[src/rtl/assert_macros.svh]
// assert_macros.svh: concurrent assertion helpers for the DC blocker and limiter.
// No dependencies; the macros use the block's clock and reset port names.
`ifndef ASSERT_MACROS_SVH
`define ASSERT_MACROS_SVH
`ifndef SYNTH
// Consequent must hold in the same cycle as the antecedent.
`define ASSERT_IMPLIES(name, ante, cons, msg) \
   name: assert property (@(posedge clock) disable iff (reset) (ante) |-> (cons)) \
      else $error(msg);
// Consequent must hold in the cycle after the antecedent.
`define ASSERT_NEXT(name, ante, cons, msg) \
   name: assert property (@(posedge clock) disable iff (reset) (ante) |=> (cons)) \
      else $error(msg);
`else
`define ASSERT_IMPLIES(name, ante, cons, msg)
`define ASSERT_NEXT(name, ante, cons, msg)
`endif
`endif

[src/rtl/dcsl_pkg.sv]
// dcsl_pkg: types and constants shared by the DC blocker and soft limiter.
// No dependencies; imported by every module of the block.
package dcsl_pkg;

   localparam int SAMPLE_W = 16;
   localparam int COEF_W   = 15;
   localparam int GAIN_W   = 7;
   localparam int LEVEL_W  = 15;

   // Configuration port geometry.
   localparam int CSR_ADDR_W = 4;
   localparam int CSR_DATA_W = 32;

   // Queue between front and back.
   localparam int QUEUE_DEPTH = 2;
   localparam int QPTR_W      = $clog2(QUEUE_DEPTH);
   localparam int QCNT_W      = $clog2(QUEUE_DEPTH + 1);

   // Serial divider of the soft knee: quotient always fits in DIV_Q_W bits.
   localparam int DIV_STEPS = 16;
   localparam int DIV_CNT_W = $clog2(DIV_STEPS);
   localparam int DIV_N_W   = 31;
   localparam int DIV_D_W   = 17;
   localparam int DIV_Q_W   = 16;

   // Gain division by one hundred through a reciprocal multiply.
   localparam int                GAIN_DIVISOR = 100;
   localparam logic [21:0]       MAG_CLAMP    = 22'd3276899;
   localparam logic [22:0]       RECIP_MULT   = 23'd5368709;
   localparam int                RECIP_SHIFT  = 29;

   // Register indexes.
   typedef enum logic [1:0] {
      REG_HPF_COEF   = 2'd0,
      REG_HEADROOM   = 2'd1,
      REG_THRESHOLD  = 2'd2,
      REG_FULL_SCALE = 2'd3
   } reg_index_type;

   typedef struct packed {
      logic [COEF_W-1:0]  hpf_coef;
      logic [GAIN_W-1:0]  headroom;
      logic [LEVEL_W-1:0] threshold;
      logic [LEVEL_W-1:0] full_scale;
   } cfg_type;

   localparam cfg_type CFG_RESET = '{
      hpf_coef:   15'd32440,
      headroom:   7'd82,
      threshold:  15'd18000,
      full_scale: 15'd30000
   };

   // One input word after channel resolution.
   typedef struct packed {
      logic [SAMPLE_W-1:0] sample;
      logic                channel;
   } entry_type;

   // One result word.
   typedef struct packed {
      logic [SAMPLE_W-1:0] sample_out;
      logic                channel_out;
   } result_type;

   typedef struct packed {
      logic               start;
      logic [DIV_N_W-1:0] dividend;
      logic [DIV_D_W-1:0] divisor;
   } div_req_type;

   typedef struct packed {
      logic               busy;
      logic               done;
      logic [DIV_Q_W-1:0] quotient;
   } div_rsp_type;

endpackage

[src/rtl/dcsl_front.sv]
// dcsl_front: input side; resolves the channel number and feeds the queue.
// Depends on dcsl_pkg.
module dcsl_front
   import dcsl_pkg::*;
#(
   parameter int CHANNELS = 2
) (
   input  logic                push,
   output logic                full,
   input  logic [SAMPLE_W-1:0] sample_in,
   input  logic                channel,
   input  logic                q_full,
   output logic                q_push,
   output entry_type           q_entry
);

   logic ch_sat;

   // A channel beyond the configured count falls onto the last channel.
   always_comb begin
      if (32'(channel) >= CHANNELS) begin
         ch_sat = 1'(CHANNELS - 1);
      end else begin
         ch_sat = channel;
      end
   end

   // Accept whenever the queue has room.
   assign full            = q_full;
   assign q_push          = push && !q_full;
   assign q_entry.sample  = sample_in;
   assign q_entry.channel = ch_sat;

endmodule

[src/rtl/dcsl_queue.sv]
// dcsl_queue: short word queue between the front and the back end.
// Depends on dcsl_pkg.
module dcsl_queue
   import dcsl_pkg::*;
(
   input  logic      clock,
   input  logic      reset,
   input  logic      push,
   input  entry_type push_entry,
   output logic      full,
   input  logic      pop,
   output entry_type pop_entry,
   output logic      empty
);

   entry_type         mem_ff [QUEUE_DEPTH];
   logic [QPTR_W-1:0] wr_ptr_ff, wr_ptr_in;
   logic [QPTR_W-1:0] rd_ptr_ff, rd_ptr_in;
   logic [QCNT_W-1:0] count_ff, count_in;
   logic              do_push;
   logic              do_pop;

   assign full      = (count_ff == QCNT_W'(QUEUE_DEPTH));
   assign empty     = (count_ff == '0);
   assign do_push   = push && !full;
   assign do_pop    = pop && !empty;
   assign pop_entry = mem_ff[rd_ptr_ff];

   // Pointer and fill count update.
   always_comb begin
      wr_ptr_in = wr_ptr_ff;
      rd_ptr_in = rd_ptr_ff;
      count_in  = count_ff;
      if (do_push) begin
         wr_ptr_in = (wr_ptr_ff == QPTR_W'(QUEUE_DEPTH - 1)) ? '0 : wr_ptr_ff + 1'b1;
      end
      if (do_pop) begin
         rd_ptr_in = (rd_ptr_ff == QPTR_W'(QUEUE_DEPTH - 1)) ? '0 : rd_ptr_ff + 1'b1;
      end
      if (do_push && !do_pop) begin
         count_in = count_ff + 1'b1;
      end else if (do_pop && !do_push) begin
         count_in = count_ff - 1'b1;
      end
   end

   always_ff @(posedge clock) begin
      if (reset) begin
         wr_ptr_ff <= '0;
         rd_ptr_ff <= '0;
         count_ff  <= '0;
      end else begin
         wr_ptr_ff <= wr_ptr_in;
         rd_ptr_ff <= rd_ptr_in;
         count_ff  <= count_in;
      end
   end

   // Entry storage needs no reset.
   always_ff @(posedge clock) begin
      if (do_push) begin
         mem_ff[wr_ptr_ff] <= push_entry;
      end
   end

endmodule

[src/rtl/dcsl_div.sv]
// dcsl_div: serial restoring divider, one quotient bit per cycle.
// Depends on dcsl_pkg; the dividend must be below divisor times 2**DIV_Q_W.
module dcsl_div
   import dcsl_pkg::*;
(
   input  logic        clock,
   input  logic        reset,
   input  div_req_type req,
   output div_rsp_type rsp
);

   logic                 busy_ff, busy_in;
   logic                 done_ff, done_in;
   logic [DIV_CNT_W-1:0] cnt_ff, cnt_in;
   logic [DIV_D_W-1:0]   rem_ff, rem_in;
   logic [DIV_Q_W-1:0]   quo_ff, quo_in;
   logic [DIV_D_W-1:0]   dsr_ff, dsr_in;
   logic [DIV_D_W:0]     trial;
   logic                 fits;

   // One trial subtraction per step.
   assign trial = {rem_ff, quo_ff[DIV_Q_W-1]};
   assign fits  = (trial >= {1'b0, dsr_ff});

   always_comb begin
      busy_in = busy_ff;
      done_in = 1'b0;
      cnt_in  = cnt_ff;
      rem_in  = rem_ff;
      quo_in  = quo_ff;
      dsr_in  = dsr_ff;
      if (req.start) begin
         busy_in = 1'b1;
         cnt_in  = DIV_CNT_W'(DIV_STEPS - 1);
         rem_in  = DIV_D_W'(req.dividend[DIV_N_W-1:DIV_Q_W]);
         quo_in  = req.dividend[DIV_Q_W-1:0];
         dsr_in  = req.divisor;
      end else if (busy_ff) begin
         rem_in = fits ? DIV_D_W'(trial - {1'b0, dsr_ff}) : trial[DIV_D_W-1:0];
         quo_in = {quo_ff[DIV_Q_W-2:0], fits};
         cnt_in = cnt_ff - 1'b1;
         if (cnt_ff == '0) begin
            busy_in = 1'b0;
            done_in = 1'b1;
         end
      end
   end

   always_ff @(posedge clock) begin
      if (reset) begin
         busy_ff <= 1'b0;
         done_ff <= 1'b0;
      end else begin
         busy_ff <= busy_in;
         done_ff <= done_in;
      end
   end

   always_ff @(posedge clock) begin
      cnt_ff <= cnt_in;
      rem_ff <= rem_in;
      quo_ff <= quo_in;
      dsr_ff <= dsr_in;
   end

   assign rsp.busy     = busy_ff;
   assign rsp.done     = done_ff;
   assign rsp.quotient = quo_ff;

endmodule

[src/rtl/dcsl_back.sv]
// dcsl_back: sequencer that runs the DC blocker, gain and soft knee on one word.
// Depends on dcsl_pkg; uses dcsl_div through its request and response structs.
module dcsl_back
   import dcsl_pkg::*;
#(
   parameter int CHANNELS = 2
) (
   input  logic        clock,
   input  logic        reset,
   input  cfg_type     cfg,
   input  logic        q_empty,
   input  entry_type   q_entry,
   output logic        q_pop,
   input  logic        out_free,
   output logic        out_load,
   output result_type  out_result,
   output div_req_type div_req,
   input  div_rsp_type div_rsp
);

   localparam int ChW = (CHANNELS > 1) ? $clog2(CHANNELS) : 1;

   typedef enum logic [10:0] {
      ST_IDLE  = 11'b000_0000_0001,
      ST_MUL   = 11'b000_0000_0010,
      ST_SUM   = 11'b000_0000_0100,
      ST_GAIN  = 11'b000_0000_1000,
      ST_MAG   = 11'b000_0001_0000,
      ST_RECIP = 11'b000_0010_0000,
      ST_FIX   = 11'b000_0100_0000,
      ST_KNEE  = 11'b000_1000_0000,
      ST_DPREP = 11'b001_0000_0000,
      ST_DIV   = 11'b010_0000_0000,
      ST_DONE  = 11'b100_0000_0000
   } state_type;

   state_type state_ff, state_in;

   // Per-channel filter history.
   logic signed [15:0] xprev_ff [CHANNELS];
   logic signed [15:0] xprev_in [CHANNELS];
   logic signed [31:0] yprev_ff [CHANNELS];
   logic signed [31:0] yprev_in [CHANNELS];

   // Working registers of the current word.
   logic signed [15:0] x_ff, x_in;
   logic               ch_ff, ch_in;
   logic signed [47:0] prod_ff, prod_in;
   logic signed [31:0] y_ff, y_in;
   logic signed [39:0] p_ff, p_in;
   logic               neg_ff, neg_in;
   logic [21:0]        m_ff, m_in;
   logic [15:0]        q0_ff, q0_in;
   logic signed [15:0] s_ff, s_in;
   logic [15:0]        over_ff, over_in;
   logic [14:0]        range_ff, range_in;
   logic signed [15:0] res_ff, res_in;

   logic [ChW-1:0]     ch_idx;
   logic signed [15:0] xprev;
   logic signed [31:0] yprev;
   logic signed [47:0] hpf_prod;
   logic signed [32:0] feedback;
   logic signed [33:0] sum;
   logic signed [31:0] y_sat;
   logic signed [39:0] gain_prod;
   logic [39:0]        p_mag;
   logic [44:0]        recip_prod;
   logic [22:0]        q0_times;
   logic [22:0]        gain_rem;
   logic [15:0]        q_fix;
   logic [15:0]        s_mag;
   logic [15:0]        thr16;
   logic [16:0]        lim;
   logic [15:0]        lim16;

   assign ch_idx = ChW'(ch_ff);
   assign xprev  = xprev_ff[ch_idx];
   assign yprev  = yprev_ff[ch_idx];

   // Feedback product y_prev * r, kept wide so nothing wraps.
   assign hpf_prod = 48'(yprev) * 48'($signed({1'b0, cfg.hpf_coef}));

   // Floor shift by 15 and the filter sum, saturated to 32 bits.
   assign feedback = 33'(prod_ff >>> 15);
   assign sum      = 34'(x_ff) - 34'(xprev) + 34'(feedback);
   always_comb begin
      if (!sum[33] && (sum[32:31] != 2'b00)) begin
         y_sat = 32'sh7FFF_FFFF;
      end else if (sum[33] && (sum[32:31] != 2'b11)) begin
         y_sat = 32'sh8000_0000;
      end else begin
         y_sat = sum[31:0];
      end
   end

   // Gain product, then magnitude limited so the quotient stays in 16 bits.
   assign gain_prod = 40'(y_ff) * 40'($signed({1'b0, cfg.headroom}));
   assign p_mag     = p_ff[39] ? 40'(-p_ff) : 40'(p_ff);

   // Division by one hundred: reciprocal estimate, then one correction step.
   assign recip_prod = 45'(m_ff) * 45'(RECIP_MULT);
   assign q0_times   = 23'(q0_ff) * 23'(GAIN_DIVISOR);
   assign gain_rem   = 23'(m_ff) - q0_times;
   assign q_fix      = q0_ff + 16'(gain_rem >= 23'(GAIN_DIVISOR));

   // Soft knee inputs.
   assign s_mag = s_ff[15] ? 16'(-s_ff) : 16'(s_ff);
   assign thr16 = {1'b0, cfg.threshold};

   // Knee output magnitude, capped at the largest positive sample.
   assign lim   = 17'(cfg.threshold) + 17'(div_rsp.quotient);
   assign lim16 = (lim > 17'd32767) ? 16'd32767 : lim[15:0];

   // Divider request for over * range / (range + over).
   assign div_req.start    = (state_ff == ST_DPREP);
   assign div_req.dividend = 31'(31'(over_ff) * 31'(range_ff));
   assign div_req.divisor  = 17'(over_ff) + 17'(range_ff);

   assign q_pop                  = (state_ff == ST_IDLE) && !q_empty;
   assign out_load               = (state_ff == ST_DONE) && out_free;
   assign out_result.sample_out  = res_ff;
   assign out_result.channel_out = ch_ff;

   // Sequencer.
   always_comb begin
      state_in = state_ff;
      x_in     = x_ff;
      ch_in    = ch_ff;
      prod_in  = prod_ff;
      y_in     = y_ff;
      p_in     = p_ff;
      neg_in   = neg_ff;
      m_in     = m_ff;
      q0_in    = q0_ff;
      s_in     = s_ff;
      over_in  = over_ff;
      range_in = range_ff;
      res_in   = res_ff;
      for (int i = 0; i < CHANNELS; i++) begin
         xprev_in[i] = xprev_ff[i];
         yprev_in[i] = yprev_ff[i];
      end
      unique case (state_ff)
         ST_IDLE: begin
            if (!q_empty) begin
               x_in     = $signed(q_entry.sample);
               ch_in    = q_entry.channel;
               state_in = ST_MUL;
            end
         end
         ST_MUL: begin
            prod_in  = hpf_prod;
            state_in = ST_SUM;
         end
         ST_SUM: begin
            y_in = y_sat;
            for (int i = 0; i < CHANNELS; i++) begin
               if (ch_idx == ChW'(i)) begin
                  xprev_in[i] = x_ff;
                  yprev_in[i] = y_sat;
               end
            end
            state_in = ST_GAIN;
         end
         ST_GAIN: begin
            p_in     = gain_prod;
            state_in = ST_MAG;
         end
         ST_MAG: begin
            neg_in   = p_ff[39];
            m_in     = (p_mag > 40'(MAG_CLAMP)) ? MAG_CLAMP : p_mag[21:0];
            state_in = ST_RECIP;
         end
         ST_RECIP: begin
            q0_in    = recip_prod[RECIP_SHIFT +: 16];
            state_in = ST_FIX;
         end
         ST_FIX: begin
            if (neg_ff) begin
               s_in = $signed(16'(17'd0 - {1'b0, q_fix}));
            end else if (q_fix > 16'd32767) begin
               s_in = 16'sd32767;
            end else begin
               s_in = $signed(q_fix);
            end
            state_in = ST_KNEE;
         end
         ST_KNEE: begin
            over_in  = s_mag - thr16;
            range_in = cfg.full_scale - cfg.threshold;
            if (s_mag <= thr16) begin
               res_in   = s_ff;
               state_in = ST_DONE;
            end else if (cfg.full_scale <= cfg.threshold) begin
               // Hard clamp at the threshold.
               res_in   = s_ff[15] ? $signed(16'd0 - thr16) : $signed(thr16);
               state_in = ST_DONE;
            end else begin
               state_in = ST_DPREP;
            end
         end
         ST_DPREP: begin
            state_in = ST_DIV;
         end
         ST_DIV: begin
            if (div_rsp.done) begin
               res_in   = s_ff[15] ? $signed(16'd0 - lim16) : $signed(lim16);
               state_in = ST_DONE;
            end
         end
         ST_DONE: begin
            if (out_free) begin
               state_in = ST_IDLE;
            end
         end
         default: begin
            state_in = ST_IDLE;
         end
      endcase
   end

   always_ff @(posedge clock) begin
      if (reset) begin
         state_ff <= ST_IDLE;
         for (int i = 0; i < CHANNELS; i++) begin
            xprev_ff[i] <= '0;
            yprev_ff[i] <= '0;
         end
      end else begin
         state_ff <= state_in;
         for (int i = 0; i < CHANNELS; i++) begin
            xprev_ff[i] <= xprev_in[i];
            yprev_ff[i] <= yprev_in[i];
         end
      end
   end

   always_ff @(posedge clock) begin
      x_ff     <= x_in;
      ch_ff    <= ch_in;
      prod_ff  <= prod_in;
      y_ff     <= y_in;
      p_ff     <= p_in;
      neg_ff   <= neg_in;
      m_ff     <= m_in;
      q0_ff    <= q0_in;
      s_ff     <= s_in;
      over_ff  <= over_in;
      range_ff <= range_in;
      res_ff   <= res_in;
   end

endmodule

[src/rtl/audio_dc_block_soft_limiter.sv]
// audio_dc_block_soft_limiter: per-channel DC blocker, gain and soft-knee limiter.
// The sequencer takes a new word only after the last result is loaded; the soft knee uses a 16-step divider.
// A word runs through the states MUL to KNEE, then DPREP and DIV when the knee divides, then DONE.
// Input words queue two deep ahead of the sequencer; one result register at the output.
// Synchronous active-high reset clears filter history, queue and result valid, and loads configuration defaults.
// Depends on dcsl_pkg, assert_macros.svh and the dcsl_front/queue/div/back modules.
`include "assert_macros.svh"
module audio_dc_block_soft_limiter
   import dcsl_pkg::*;
#(
   parameter int CHANNELS = 2
) (
   input  logic                  clock,
   input  logic                  reset,
   // Input queue side
   input  logic                  push,
   output logic                  full,
   input  logic [SAMPLE_W-1:0]   req_sample_in,
   input  logic                  req_channel,
   // Result queue side
   output logic                  empty,
   input  logic                  pop,
   output logic [SAMPLE_W-1:0]   rsp_sample_out,
   output logic                  rsp_channel_out,
   // Register port
   input  logic                  psel,
   input  logic                  penable,
   input  logic                  pwrite,
   input  logic [CSR_ADDR_W-1:0] paddr,
   input  logic [CSR_DATA_W-1:0] pwdata,
   output logic [CSR_DATA_W-1:0] prdata,
   output logic                  pready
);

   cfg_type       cfg_ff, cfg_in;
   reg_index_type csr_index;
   logic          csr_write;

   logic          q_push;
   entry_type     q_push_entry;
   logic          q_full;
   logic          q_pop;
   entry_type     q_pop_entry;
   logic          q_empty;

   logic          out_load;
   logic          out_free;
   result_type    out_result;
   logic          out_valid_ff, out_valid_in;
   result_type    out_data_ff, out_data_in;

   div_req_type   div_req;
   div_rsp_type   div_rsp;

   // Register port: always ready, written in the access phase.
   assign pready    = 1'b1;
   assign csr_index = reg_index_type'(paddr[CSR_ADDR_W-1:2]);
   assign csr_write = psel && penable && pwrite && pready;

   always_comb begin
      cfg_in = cfg_ff;
      if (csr_write) begin
         unique case (csr_index)
            REG_HPF_COEF:   cfg_in.hpf_coef   = pwdata[COEF_W-1:0];
            REG_HEADROOM:   cfg_in.headroom   = pwdata[GAIN_W-1:0];
            REG_THRESHOLD:  cfg_in.threshold  = pwdata[LEVEL_W-1:0];
            REG_FULL_SCALE: cfg_in.full_scale = pwdata[LEVEL_W-1:0];
            default:        cfg_in = cfg_ff;
         endcase
      end
   end

   always_comb begin
      unique case (csr_index)
         REG_HPF_COEF:   prdata = CSR_DATA_W'(cfg_ff.hpf_coef);
         REG_HEADROOM:   prdata = CSR_DATA_W'(cfg_ff.headroom);
         REG_THRESHOLD:  prdata = CSR_DATA_W'(cfg_ff.threshold);
         REG_FULL_SCALE: prdata = CSR_DATA_W'(cfg_ff.full_scale);
         default:        prdata = '0;
      endcase
   end

   always_ff @(posedge clock) begin
      if (reset) begin
         cfg_ff <= CFG_RESET;
      end else begin
         cfg_ff <= cfg_in;
      end
   end

   dcsl_front #(
      .CHANNELS (CHANNELS)
   ) u_front (
      .push      (push),
      .full      (full),
      .sample_in (req_sample_in),
      .channel   (req_channel),
      .q_full    (q_full),
      .q_push    (q_push),
      .q_entry   (q_push_entry)
   );

   dcsl_queue u_queue (
      .clock      (clock),
      .reset      (reset),
      .push       (q_push),
      .push_entry (q_push_entry),
      .full       (q_full),
      .pop        (q_pop),
      .pop_entry  (q_pop_entry),
      .empty      (q_empty)
   );

   dcsl_div u_div (
      .clock (clock),
      .reset (reset),
      .req   (div_req),
      .rsp   (div_rsp)
   );

   dcsl_back #(
      .CHANNELS (CHANNELS)
   ) u_back (
      .clock      (clock),
      .reset      (reset),
      .cfg        (cfg_ff),
      .q_empty    (q_empty),
      .q_entry    (q_pop_entry),
      .q_pop      (q_pop),
      .out_free   (out_free),
      .out_load   (out_load),
      .out_result (out_result),
      .div_req    (div_req),
      .div_rsp    (div_rsp)
   );

   // Result register: the slot frees in the same cycle its word is taken.
   assign out_free = !out_valid_ff || pop;

   always_comb begin
      out_valid_in = out_valid_ff;
      out_data_in  = out_data_ff;
      if (out_load) begin
         out_valid_in = 1'b1;
         out_data_in  = out_result;
      end else if (pop) begin
         out_valid_in = 1'b0;
      end
   end

   always_ff @(posedge clock) begin
      if (reset) begin
         out_valid_ff <= 1'b0;
      end else begin
         out_valid_ff <= out_valid_in;
      end
   end

   always_ff @(posedge clock) begin
      out_data_ff <= out_data_in;
   end

   assign empty           = !out_valid_ff;
   assign rsp_sample_out  = out_data_ff.sample_out;
   assign rsp_channel_out = out_data_ff.channel_out;

   // A finished word never overwrites a result still waiting to be taken.
   `ASSERT_IMPLIES(a_load_into_free_slot, out_load, !out_valid_ff || pop, "result overwritten")
   // The divider is only started when it is idle.
   `ASSERT_IMPLIES(a_div_start_idle, div_req.start, !div_rsp.busy, "divider restarted")
   // The sequencer pops a word only when the queue holds one.
   `ASSERT_IMPLIES(a_pop_nonempty, q_pop, !q_empty, "pop from empty queue")
   // After reset the result register is empty and the input queue is not full.
   `ASSERT_IMPLIES(a_reset_empty, $past(reset), empty && !full, "queues not empty after reset")

endmodule
[config.mk]
export PLATFORM = sky130hd
export DESIGN_NAME = audio_dc_block_soft_limiter
export DESIGN_NICKNAME = d
export VERILOG_FILES = /design/src/rtl/dcsl_pkg.sv /design/src/rtl/dcsl_front.sv /design/src/rtl/dcsl_queue.sv /design/src/rtl/dcsl_div.sv /design/src/rtl/dcsl_back.sv /design/src/rtl/audio_dc_block_soft_limiter.sv
export VERILOG_INCLUDE_DIRS = /design/src /design/src/rtl
export SDC_FILE = /design/constraint.sdc
export NUM_CORES = 2
export LEC_CHECK = 0
export ABC_CLOCK_PERIOD_IN_PS = 20200
export BUFFER_PORTS_ARGS = -buffer_cell sky130_fd_sc_hd__buf_2
export CAP_MARGIN = 20
export CORE_MARGIN = 1.5
export CORE_UTILIZATION = 35
export DETAILED_ROUTE_END_ITERATION = 10
export PLACE_DENSITY = 0.46
export SYNTH_ARGS = -nofsm -noshare
export SYNTH_HDL_FRONTEND = slang
export SYNTH_SLANG_ARGS = --single-unit
[constraint.sdc]
create_clock -name clock -period 20.2 [get_ports clock]
set_clock_uncertainty 0.05 [all_clocks]
set_input_delay 2.02 -clock clock [delete_from_list [all_inputs] [get_ports clock]]
set_output_delay 2.02 -clock clock [all_outputs]
set_load 0.02 [all_outputs]
[Word-level counts from Yosys, hierarchy flattened]
Memory sizes are Yosys's and may differ from the RTL's. A register that Yosys moved wholly into a read port is not among the register bits.
Cells that the tools add are included.
Word-level totals
  word-level logic and storage cells: 178
  memory bits (writable): 130
  output and inout port bits: 52
  bits of input ports: 60
  bits in registers: 363
  memories kept: 3
Memory list
  u_back.yprev_ff: words 2, width 32, read ports 1, clocked after memory_dff 0, wr ports 2, RTL line dcsl_back.sv:42  | logic signed [31:0] yprev_ff [CHANNELS];
  u_queue.mem_ff: words 2, width 17, read ports 1, clocked after memory_dff 1, wr ports 1, RTL line dcsl_queue.sv:16  | entry_type mem_ff [QUEUE_DEPTH];
  u_back.xprev_ff: words 2, width 16, read ports 1, clocked after memory_dff 0, wr ports 2, RTL line dcsl_back.sv:40  | logic signed [15:0] xprev_ff [CHANNELS];
Operators by class
  equality and inequality tests: 24
  $add $sub $neg: 19
  order comparisons: 7
  multiplexer cells: 50
  reductions and logical operators: 36
  multiply operators: 5
  bitwise logic cells: 6
Operator list (number)
  $mux W16: 15
  $mux W32: 7
  $pmux W32 S4: 1
  $pmux W11 S11: 1
  $mux W64: 1
  $mux W11: 5
  $mul A32 B16 Y48: 1
  $mul A22 B23 Y45 const B: 1
  $gt A40 B22 Y1 const B: 1
  $mul A32 B8 Y40: 1
  $mux W40: 1
  $neg A40 Y40: 1
  $add A17 B33 Y34: 1
  $pmux W16 S2: 1
  $sub A1 B16 Y16 const A: 2
  $mul A16 B15 Y31: 1
  $mux W15: 2
  $ge A23 B7 Y1 const B: 1
  $sub A22 B23 Y23: 1
  $mul A16 B5 Y21 const B: 1
  $ge A18 B17 Y1: 1
  $add A15 B16 Y17: 1
  $add A16 B15 Y17: 1
  $gt A17 B15 Y1 const B: 1
  45 further kinds: 97

[Depth between registers and ports, before layout]
An unclocked memory read counts as a cell.
  depth in word-level cells: 10
  gate-level depth with buffers: 37
  gate-level depth less buffers: 37

[Modules after synthesis]
From an unflattened synthesis, not the netlist that was laid out.
Second synthesis, totals
  cells, all modules: 7024
  area, all modules: 69058.7 um2
Modules (own cells, without submodules)
  dcsl_back: area each 61029.8 um2, times used 1, cells an instance 6373
  dcsl_div: area each 3298.2 um2, times used 1, cells an instance 282
  audio_dc_block_soft_limiter: area each 3139.3 um2, times used 1, cells an instance 272
  dcsl_queue: area each 1442.6 um2, times used 1, cells an instance 78
  dcsl_front: area each 148.9 um2, times used 1, cells an instance 19

[Worst setup path before layout]
No wires, ideal clock.
  path kind: flip-flop to flip-flop
  from: register u_back.q0_ff[2]
  to: register u_back.s_ff[14] (data pin)
  slack: 12.461 ns
  required time: 19.871 ns
  cell stages (with the launch flop): 34
  data arrival time: 7.410 ns
  path buffers: 0
  library setup time: 0.279 ns
  period minus slack after synthesis: 7.739 ns
  cell sequence: edfxtp_1 -> ha_1 -> ha_1 -> fa_1 -> ha_1 -> a21oi_1 -> o21ai_0 -> a21oi_1 -> o21bai_1 -> a211oi_1 -> a21oi_1 -> a211o_1 -> a21oi_1 -> xor2_1 -> ha_1 -> o21ai_0 -> o2111ai_1 -> nor3_1 -> o311ai_0 -> or4_4 -> nor4b_2 -> nand4_1 -> or4_1 -> ha_1 -> ha_1 -> nand3_1 -> xnor2_1 -> nor4_1 -> nand2_1 -> or3_1 -> o21ai_0 -> nand3_1 -> o21ai_0 -> a221oi_1
On the way
  longest elaborated chain between the ends: 7
RTL lines
  start: declaration: RTL line dcsl_back.sv:53  | logic [15:0] q0_ff, q0_in;
  start signal: assignment: RTL line dcsl_back.sv:247  | q0_ff <= q0_in;
  $mul A16 B5 Y21: RTL line dcsl_back.sv:103  | assign q0_times = 23'(q0_ff) * 23'(GAIN_DIVISOR);
  $sub A22 B23 Y23: RTL line dcsl_back.sv:104  | assign gain_rem = 23'(m_ff) - q0_times;
  $ge A23 B7 Y1: RTL line dcsl_back.sv:105  | assign q_fix = q0_ff + 16'(gain_rem >= 23'(GAIN_DIVISOR));
  $add A16 B1 Y16 (*): RTL line dcsl_back.sv:105
  $gt A16 B15 Y1: RTL line dcsl_back.sv:182  | end else if (q_fix > 16'd32767) begin
  $mux W16: RTL line dcsl_back.sv:182
  $mux W16 (*): RTL line dcsl_back.sv:180  | if (neg_ff) begin
  end signal: assignment: RTL line dcsl_back.sv:248  | s_ff <= s_in;
  end: declaration: RTL line dcsl_back.sv:54  | logic signed [15:0] s_ff, s_in;
Mark *: on every way between the ends. The rest lies on a longest branch, timed or not.
A chain may end at the register's enable or synchronous reset.

[Worst setup path after layout]
  from: register u_back.q0_ff[2]
  to: register u_back.s_ff[12] (data pin)
Same word-level chain as after synthesis.

==> impl_metrics.csv <==
group,metric,value,unit
worst_setup_path,end_kind,"flop",
hold_path,min_path_type,"reg2reg",
worst_setup_path,path_common_cell,"ha_1",
drt,drt_first_pass_iters,8,
worst_setup_path,critPathSlowestCell,"or4_1",
yosys,yosys_warnings,0,
clocking,ctsResizeCount,0,
layout,fin_cells,9803,
clocking,cts-root-buf,"clkbuf_16",
layout,stdcell_area,74400,µm²
timing,period_share,46.2,%
drt,drtAntennaViolNets,0,
flow_run,cap_violations,0,
floorplan,num_rows,162,
clocking,post_cts_buffers,0,
layout,area_delta_synth_final,7.90,%
floorplan,die-area,200000,µm²
yosys,syn_area,69000,µm²
layout,drive_gt1_share,5.29,%
clocking,cts_hold_buf,0,
grt,grt_pass1_vias,50600,
drt,wl,183000,µm
timing,finalHoldViolCount,0,
clocking,cts_sinks,495,
place,io_buffers,74,
yosys,synth_edf_count,419,
yosys,synth.avg_cell_area,9.63,µm²
yosys,synth-compound-area-share,8.40,%
worst_setup_path,critPathKind,"reg2reg",
yosys,ys.flop_type,"edfxtp_1",
worst_setup_path,critical-path-top-delay-family,"simple AND/OR/NAND/NOR gates",
yosys,seq_area_frac_synth,20.5,%
yosys,synth_top_family_by_area,"adder cells",
worst_setup_path,path_max_fanout,7,
timing,slew_headroom,32.9,%
clocking,clk_pin_slew,0.06,ns
floorplan,dieWidth,447,µm
place,dpl_cell_area,72100,µm²
timing,slew_violations,0,
worst_setup_path,r2r_slack,10.86,ns
place,place.gp.congestion,0.827,
yosys,synth_cell_types,104,
timing,worst_slack,10.86,ns
floorplan,core,195000,µm²
worst_setup_path,critical_path_buf_inv_count,0,
grt,grt_pass1_wl,290000,µm
clocking,cts_buffers,66,
drt,drc,0,
place,pre_cts_ws,10.94,ns
clocking,htree_levels,3,
timing,fmax,107,MHz
place,place_inst,9674,
layout,nets,8890,
worst_setup_path,critPathLaunchType,"flop",
outcome,outcome,"complete, no violations",
drt,post_drt_wl_per_cell,18.6,µm
floorplan,die_y,447,µm
grt,grt_antenna_before_repair,18,
place,dp_hpwl,147000,µm
worst_setup_path,crit_arrival,9.64,ns
clocking,clock_path_buffers,3,
floorplan,initial_core_util,35.3,%
drt,viasPerCell,4.91,
worst_setup_path,slowest_delay,0.67,ns
layout,layout_commonest_cell,"inv_1",
grt,grt_max_degree,73,
clocking,clkLatencyLatePin,0.67,ns
layout,fill_cells,19900,
yosys,synthMuxAreaShare,1.75,%
floorplan,io_pins,112,
timing,finalCriticalPeriod,9.34,ns
yosys,syn_inst,7161,
timing,worstMarginPinSlew,0.994,ns
drt,drtIter0Drc,2190,
yosys,synth-seq-cells,495,
timing,rsz0062_at_grt,"no",
yosys,synth_xor_area_share,3.76,%
timing,timing.setup.tns,0,ns
yosys,synthArstFlopShare,0,%
yosys,synthSimpleGateAreaFrac,14.6,%
clocking,cts_tree,"done",
worst_setup_path,critical_path_required,20.50,ns
yosys,synth-adder-area-share,42.1,%
grt,grt_overflow,0,
drt,dr_total_vias,48100,
grt,track_usage,18.7,%
timing,setup_viol_count_final,0,
layout,mostFrequentLayoutCells,"inv_1, fa_1, nand2_1",
## cells by family (layout without fill, tap and decap cells)
| kind of cell | Yosys count | after routing |
|---|---|---|
| DFF | 495 | 495 |
| xor gates and xnor gates | 296 | 296 |
| and+or+nand+nor | 2040 | 2040 |
| adders and majority gates | 1709 | 1709 |
| buffers and inverters | 1617 | 1611 |
| muxes | 103 | 103 |
| AOI/OAI and AO/OA | 899 | 899 |
| other | 2 | 26 |
## worst reg2reg max path: cells and delay by family, from the launching register on
kind | cells | cell delay (ns)
AOI/OAI and AO/OA | 13 | 2.81
and+or+nand+nor | 9 | 2.86
DFF | 1 | 0.47
xor gates and xnor gates | 3 | 0.47
adders and majority gates | 7 | 2.37
## registers in the layout, indices dropped and copies added (netlist names), 17 cells and up
signal / count
cfg_ff: 52
u_back.m_ff: 22
u_back.p_ff: 40
u_back.prod_ff: 33
u_back.xprev_ff: 32
u_back.y_ff: 32
u_back.yprev_ff: 64
u_div.dsr_ff: 17
u_div.rem_ff: 17
u_queue.mem_ff: 34
## layout make-up
| type | instances | area (µm²) | share of cell area, % |
|---|---|---|---|
| clock inverter | 34 | 397 | 0.533 |
| clock buffer | 84 | 1870 | 2.52 |
| inverter | 1370 | 5140 | 6.91 |
| sequential | 495 | 14100 | 19.0 |
| timing repair buffer | 123 | 796 | 1.07 |
| tap | 2624 | 3280 | 4.41 |
| antenna | 8 | 20.0 | 0.0269 |
| multi-input combinational | 5065 | 48800 | 65.6 |
## routing by layer
layer	GRT usage, %	up-vias	share of wire [%]
met5	0	-	0
met4	5.20	0	2.7
met3	1.72	217	2.9
met2	32.7	736	50
met1	24.5	24300	45
li1	-	22900	-
## through the flow
stage,utilization [%],hold WS [ns]
after detailed placement,36.9,0.356
after global placement,36.9,0.353
after global routing,38.1,0.373
after floorplan,-,0.350
after CTS,38.0,0.369
final,38.1,0.370
## synthesized netlist by cell type, drive strengths merged (55+ instances only)
cell type / count / area share [%]
o21ai: 209 / 1.5
mux2: 71 / 1.2
fa: 1015 / 29
nor2b: 55 / 0.50
clkbuf: 203 / 1.1
inv: 1369 / 7.5
xor2: 110 / 1.4
a21oi: 249 / 1.8
and2: 464 / 4.2
nor2: 311 / 1.7
dfxtp: 76 / 2.2
ha: 694 / 13
nor3: 68 / 0.55
a21o: 91 / 1.0
edfxtp: 419 / 18
xnor2: 186 / 2.4
nand3: 67 / 0.49
nand2: 794 / 4.3
## final timing paths
kind / cells after the start / start / end
max reg2reg: 32 / u_back.q0_ff[2] / u_back.s_ff[12]
min reg2reg: 0 / u_back.res_ff[9] / rsp_sample_out[9]
max: 32 / u_back.q0_ff[2] / u_back.s_ff[12]
min: 0 / u_back.res_ff[9] / rsp_sample_out[9]
Power is left out: the tool's default activity adds up to more than one toggle a clock period on the data nets, which glitch-free logic cannot reach.
